==> config.mk <==
export PLATFORM = sky130hd
export DESIGN_NAME = wmps_ctrl
export DESIGN_NICKNAME = d
export VERILOG_FILES = /design/src/hdl/wmps_pkg.sv /design/src/hdl/wmps_ctrl.sv
export SDC_FILE = /design/constraint.sdc
export NUM_CORES = 1
export LEC_CHECK = 0
export ABC_AREA = 0
export BUFFER_PORTS_ARGS = -buffer_cell sky130_fd_sc_hd__buf_4
export CORE_AREA = 8 8 45 47
export DETAILED_ROUTE_END_ITERATION = 7
export DIE_AREA = 0 0 53 55
export GPL_TIMING_DRIVEN = 0
export PLACE_DENSITY = 0.77
export SLEW_MARGIN = 25
export SYNTH_ARGS = -nofsm -noshare
export SYNTH_HDL_FRONTEND = slang
export SYNTH_SLANG_ARGS = --single-unit
==> constraint.sdc <==
create_clock -name clk -period 4.2 [get_ports clk]
set_input_delay 0.84 -clock clk [delete_from_list [all_inputs] [get_ports clk]]
set_output_delay 0.84 -clock clk [all_outputs]
set_load 0.02 [all_outputs]
==> src/hdl/wmps_pkg.sv <==
// Package for the weighted multi-pattern scorer: sizes, modes, command types.
// No dependencies.
package wmps_pkg;
  localparam int NumPatterns = 64;
  localparam int MaxPatLen   = 16;
  localparam int IdxW   = 6;
  localparam int PosW   = 4;
  localparam int LenW   = 5;
  localparam int WgtW   = 24;
  localparam int TotW   = 48;
  localparam int CharAddrW = IdxW + PosW;
  localparam int CharDepth = NumPatterns * MaxPatLen;

  localparam logic [1:0] ModeChar  = 2'd0;
  localparam logic [1:0] ModeLen   = 2'd1;
  localparam logic [1:0] ModeStart = 2'd2;
  localparam logic [1:0] ModeStrand = 2'd3;

  localparam logic [TotW-1:0] TotalMax = {TotW{1'b1}};

  // controller to datapath commands
  typedef struct packed {
    logic             shift_char;  // push strand char into history
    logic             start;       // load range, clear strand
    logic             load_p;      // load scan pointer from range_first
    logic             rd_pat;      // start reads of pattern p from char 0 (clears k)
    logic             cmp_step;    // advance compare pointer to next char
    logic             add;         // add weight of pattern p
    logic             next_p;      // advance pattern pointer
    logic             finish;      // update min/max, capture result
    logic             clr_strand;  // clear total after result
  } cmd_t;

  // datapath to controller status
  typedef struct packed {
    logic p_done;     // pointer beyond range or table
    logic len_ok;     // length valid and fits chars seen
    logic cmp_last;   // compare pointer at last char
    logic mismatch;   // current char differs
  } stat_t;
endpackage

==> src/hdl/wmps_ctrl.sv <==
// Controller: accepts requests, sequences the pattern scan, hands out results.
// Depends on wmps_pkg.
module wmps_ctrl (
  input  logic            clk,
  input  logic            rst,
  input  logic            in_valid,
  input  logic [1:0]      mode,
  input  logic            end_of_strand,
  output logic            in_ready,
  output logic            out_valid,
  input  logic            out_ready,
  output wmps_pkg::cmd_t  cmd,
  input  wmps_pkg::stat_t stat
);
  typedef enum logic [6:0] {
    S_IDLE = 7'b0000001,
    S_LOAD = 7'b0000010,
    S_READ = 7'b0000100,
    S_WAIT = 7'b0001000,
    S_CMP  = 7'b0010000,
    S_ADD  = 7'b0100000,
    S_FIN  = 7'b1000000
  } state_t;

  state_t state, state_next;
  logic   eos, eos_next, out_next;
  logic   fire;

  assign in_ready = (state == S_IDLE) && !out_valid;
  assign fire = in_valid && in_ready;

  always_comb begin
    state_next = state;
    eos_next = eos;
    out_next = out_valid && !out_ready;
    cmd = '0;
    unique case (state)
      S_IDLE: begin
        if (fire) begin
          if (mode == wmps_pkg::ModeStart) cmd.start = 1'b1;
          if (mode == wmps_pkg::ModeStrand) begin
            cmd.shift_char = 1'b1;
            eos_next = end_of_strand;
            state_next = S_LOAD;
          end
        end
      end
      S_LOAD: begin
        cmd.load_p = 1'b1;
        state_next = S_READ;
      end
      S_READ: begin
        // memories read address p, k reset to 0
        cmd.rd_pat = 1'b1;
        state_next = stat.p_done ? S_FIN : S_WAIT;
      end
      S_WAIT: begin
        if (!stat.len_ok) begin
          cmd.next_p = 1'b1;
          state_next = S_READ;
        end else begin
          state_next = S_CMP;
        end
      end
      S_CMP: begin
        if (stat.mismatch) begin
          cmd.next_p = 1'b1;
          state_next = S_READ;
        end else if (stat.cmp_last) begin
          state_next = S_ADD;
        end else begin
          // advance k; the next char is read in S_WAIT
          cmd.cmp_step = 1'b1;
          state_next = S_WAIT;
        end
      end
      S_ADD: begin
        cmd.add = 1'b1;
        cmd.next_p = 1'b1;
        state_next = S_READ;
      end
      S_FIN: begin
        if (eos) begin
          cmd.finish = 1'b1;
          cmd.clr_strand = 1'b1;
          out_next = 1'b1;
        end
        state_next = S_IDLE;
      end
      default: state_next = S_IDLE;
    endcase
  end

  always_ff @(posedge clk) begin
    if (rst) begin
      state <= S_IDLE; eos <= 1'b0; out_valid <= 1'b0;
    end else begin
      state <= state_next; eos <= eos_next; out_valid <= out_next;
    end
  end
endmodule

Word-level counts from Yosys, hierarchy flattened. Cells that the tools add are included.

Equality and inequality tests: 11. Mux-type cells: 24. Reduce and logical (&&, ||, !) cells: 8.

Operators by type and width (count): 7-bit one-hot mux with 5 select lines (1); 7-bit 2-to-1 mux (4); 1-bit 2-to-1 mux (12); 2-bit 2-to-1 mux (4); 7-bit by 1-bit equality test with 1-bit output, second input constant (1); 7-bit by 2-bit equality test with 1-bit output, second input constant (1); 7-bit by 3-bit equality test with 1-bit output, second input constant (1); 7-bit by 4-bit equality test with 1-bit output, second input constant (1); 7-bit by 5-bit equality test with 1-bit output, second input constant (1); 7-bit by 6-bit equality test with 1-bit output, second input constant (1); 7-bit equality test, second input constant (1); 6-bit 2-to-1 mux (1); 5-bit 2-to-1 mux (1); 2-bit equality test, second input constant (2); 1-bit logical AND (3); 1-bit one-hot mux with 3 select lines (1); 3-bit AND reduction (1); 1-bit logical NOT (2); 2-bit by 1-bit inequality test with 1-bit output, second input constant (1); 2-bit inequality test, second input constant (1); 2-bit AND reduction (1); 2-bit OR reduction (1).

Flip-flop bits (word level): 9. Input bits: 11. Logic and storage cells: 46.

Longest topological paths before layout.
Depth after elaboration: 5. Mapped depth: 5.

Least setup slack after synthesis. OpenSTA, ideal clock, no wires.

Kind: register to output. From: reg state[2]. To: out cmd[7] (netlist name). Data arrival time: 1556 ps. Data required time: 3360 ps. Setup slack: 1804 ps. Stages on the path, launching flop included: 5. Path buffers: 1. Path through: dfxtp_1 > buf_6 > nor4_1 > nand3_1 > nor3_1.

RTL lines: start: declaration (RTL line wmps_ctrl.sv:25) `state_t state, state_next;`; start signal: assignment (RTL line wmps_ctrl.sv:98) `state <= state_next; eos <= eos_next; out_valid <= out_next;`; end: declaration (RTL line wmps_ctrl.sv:12) `output wmps_pkg::cmd_t cmd,`.

==> run metrics <==
status finished clean; Pins Over Slew Limit 0; worst slew pin tran 0.642 ns; floorplan core area 1380 µm²; vias in the first global route 587; syn nets 83; Hold Path Class flip-flop to flip-flop; total power 0.000201 W; most common cell in the netlist dfxtp_1; synthesized cell area 644 µm²; CTS tree built; antenna fix cells 0; post-cts sizing count 0; root buf cell clkbuf_4; Max Root-Sink Buffers 2; RSZ-0062 raised after global routing false; Buffers on Ports 21; startpoint class of the critical path flip-flop; io pins 22; first-pass GRT wire length 2460 µm; critical path type flip-flop to primary output; pwr/cell area 237 nW/µm²; Cells after Synth 72; finished layout cell area 848 µm²; # fillers 133; Reg2Reg Depth 4; setup TNS 0 ns; Vias 617; final std cells w/o fill 113; clock-pin slew on the worst setup and hold paths 0.07 ns; Residual DRC 0; Post-DRT Antenna Nets 0; die width 53 µm; metal2 WL 785 µm; VDD IR-drop max 0.000141 V; WL final 1520 µm; flops & latches, synth 9; Synth Area per Inst 8.95 µm²; Iter 0 DRT Violations 10; GRT Total Usage 11.5%; TritonCTS Buffers 3; P_leak 0.434 nW; Worst Hold Path EP eos$_SDFFE_PP0P_; routed length on met3 47 µm; grt ovf 0; Die ar. 2920 µm²; CP arrival 1.90 ns; clk sinks 9; period utilization 65.3%; net switching power 0.0000562 W; Logic pwr share 20.4%; P_int 0.000145 W; share of the synthesized area in the top cell type 28.0%; cell row count 14; Switching Share 28.0%; dominant cells by area after synthesis dfxtp_1 (28%), buf_6 (7.0%), nand2b_1 (3.9%); number of hold buffers added after CTS 0; initial antenna violation count 0; hpwl dp 1170 µm; Peak Freq 0.364 GHz; Critical Path RT 3.36 ns; P&R area growth vs syn 31.7%; Post-synth top flop dfxtp_1; WL/cell 13.5 µm; asr flop ratio synth 0%; GP Congestion 0.855; Post-Route M1 WL 634 µm; register share of total power 43.9%; worst-skew pair later-pin latency 0.27 ns; Placement Cell Area 822 µm²; CTS H-tree depth 1; cell count of the worst hold path 2; total setup buffers inserted after CTS 0; sequential fraction of the synthesis area 28.0%; Synth area leader dfxtp_1; largest net degree at the start of global routing 11; first-pass detailed-route iteration total 4; synth unique cells 36; count of final hold-check violations 0; Die Span Y 55 µm; R2R Path End state[5]$_SDFFE_PP0P_; FF-to-FF Start state[2]$_SDFFE_PP0P_; Synth top cells by count dfxtp_1 (9), nor2_1 (5), nor3_1 (5); final setup violation count 0; Slew headroom 56.8%; layout cells sized above 1 39.2%; Post-synth EDFFs 0; clock share of power 35.7%; synth warn 0; dpl cells 109; final core occ 61.3%; Starting Density 46.6%; MaxCap Viol Count 0; CP Capture Type primary output; # nets final 109; top routing layer in use met4; reg2reg setup slack 2.50 ns; hold path start eos$_SDFFE_PP0P_; minimum clock period 2.74 ns; Max Fanout on Critical Path 8; Via-to-Cell Ratio 5.46; clock skew 0.00198 ns
==> placed cells by master (no fill, tap or decap), drive strengths merged <==
master   n
a21oi    1
a31oi    1
a41oi    1
and3     2
and3b    2
and4b    2
buf     28
clkbuf   4
dfxtp    9
inv      3
mux2i    1
nand2    1
nand2b   4
nand3    4
nand3b   1
nand4    1
nand4b   1
nor2     5
nor2b    3
nor3     6
nor3b    1
nor4     3
nor4b    1
o211a    2
o211ai   1
o21ai    3
o21ba    1
or2      1
or3b     1
or4      1
xor2     2
==> layout make-up <==
type	instances	area, µm²	share of cell area (%)
flip-flops and latches	9	180	21.2
inverters	3	11.3	1.33
repair buffers	21	158	18.6
well taps	16	20.0	2.36
plain buffers	7	80.1	9.44
multi-input cells	53	373	44.0
clock buffers	4	26.3	3.10
==> power groups by stage <==
stage	Sequential (W)	Clock [W]	Combinational (W)
floorplan	0.0000900	0	0.0000245
global placement	0.0000900	0	0.0000400
detailed placement	0.0000901	0	0.0000410
CTS	0.0000882	0.0000729	0.0000413
global route	0.0000882	0.0000755	0.0000449
finish	0.0000881	0.0000718	0.0000409
==> critical path, cell delays in order, from the launching register on <==
cell and delay (ns):
dfxtp_1 0.31, buf_6 0.13, nor4_1 0.57, nand3_1 0.22, nor3_1 0.22, buf_4 0.17
==> cells by family (layout without fill, tap and decap cells) <==
group,Yosys count,count (layout),synth area share (%)
simple gates,40,40,42.3
compound gates,10,10,11.3
buf+inv,10,35,14.2
flops,9,9,28.0
xor+xnor,2,2,2.72
mux,1,1,1.55
==> through the flow <==
stage	hold WS (ns)	setup WS, ns
floorplan	0.448	1.80
detailed placement	0.480	1.76
CTS	0.493	1.46
global placement	0.461	1.78
finish	0.484	1.46
global route	0.531	1.31
==> layer usage <==
metal	vias up	track usage [%]
met5	-	0
met4	0	11.6
met3	5	1.34
met2	11	19.7
met1	290	11.8
li1	311	-
==> how the worst max path moves through the flow <==
stage / start / end / depth (start not counted)
2_1_floorplan: state[2]$_SDFFE_PP0P_ / cmd[7] / 4
3_3_place_gp: state[2]$_SDFFE_PP0P_ / cmd[7] / 5
3_5_place_dp: state[2]$_SDFFE_PP0P_ / cmd[7] / 5
4_1_cts: state[2]$_SDFFE_PP0P_ / cmd[7] / 5
5_1_grt: state[2]$_SDFFE_PP0P_ / cmd[7] / 5
6_report: state[2]$_SDFFE_PP0P_ / cmd[7] / 5
==> state kept, by name, indices dropped and copies added (netlist names) <==
signal and cells:
eos 1, out_valid 1, state 7
(Power assumes the default switching activity.)
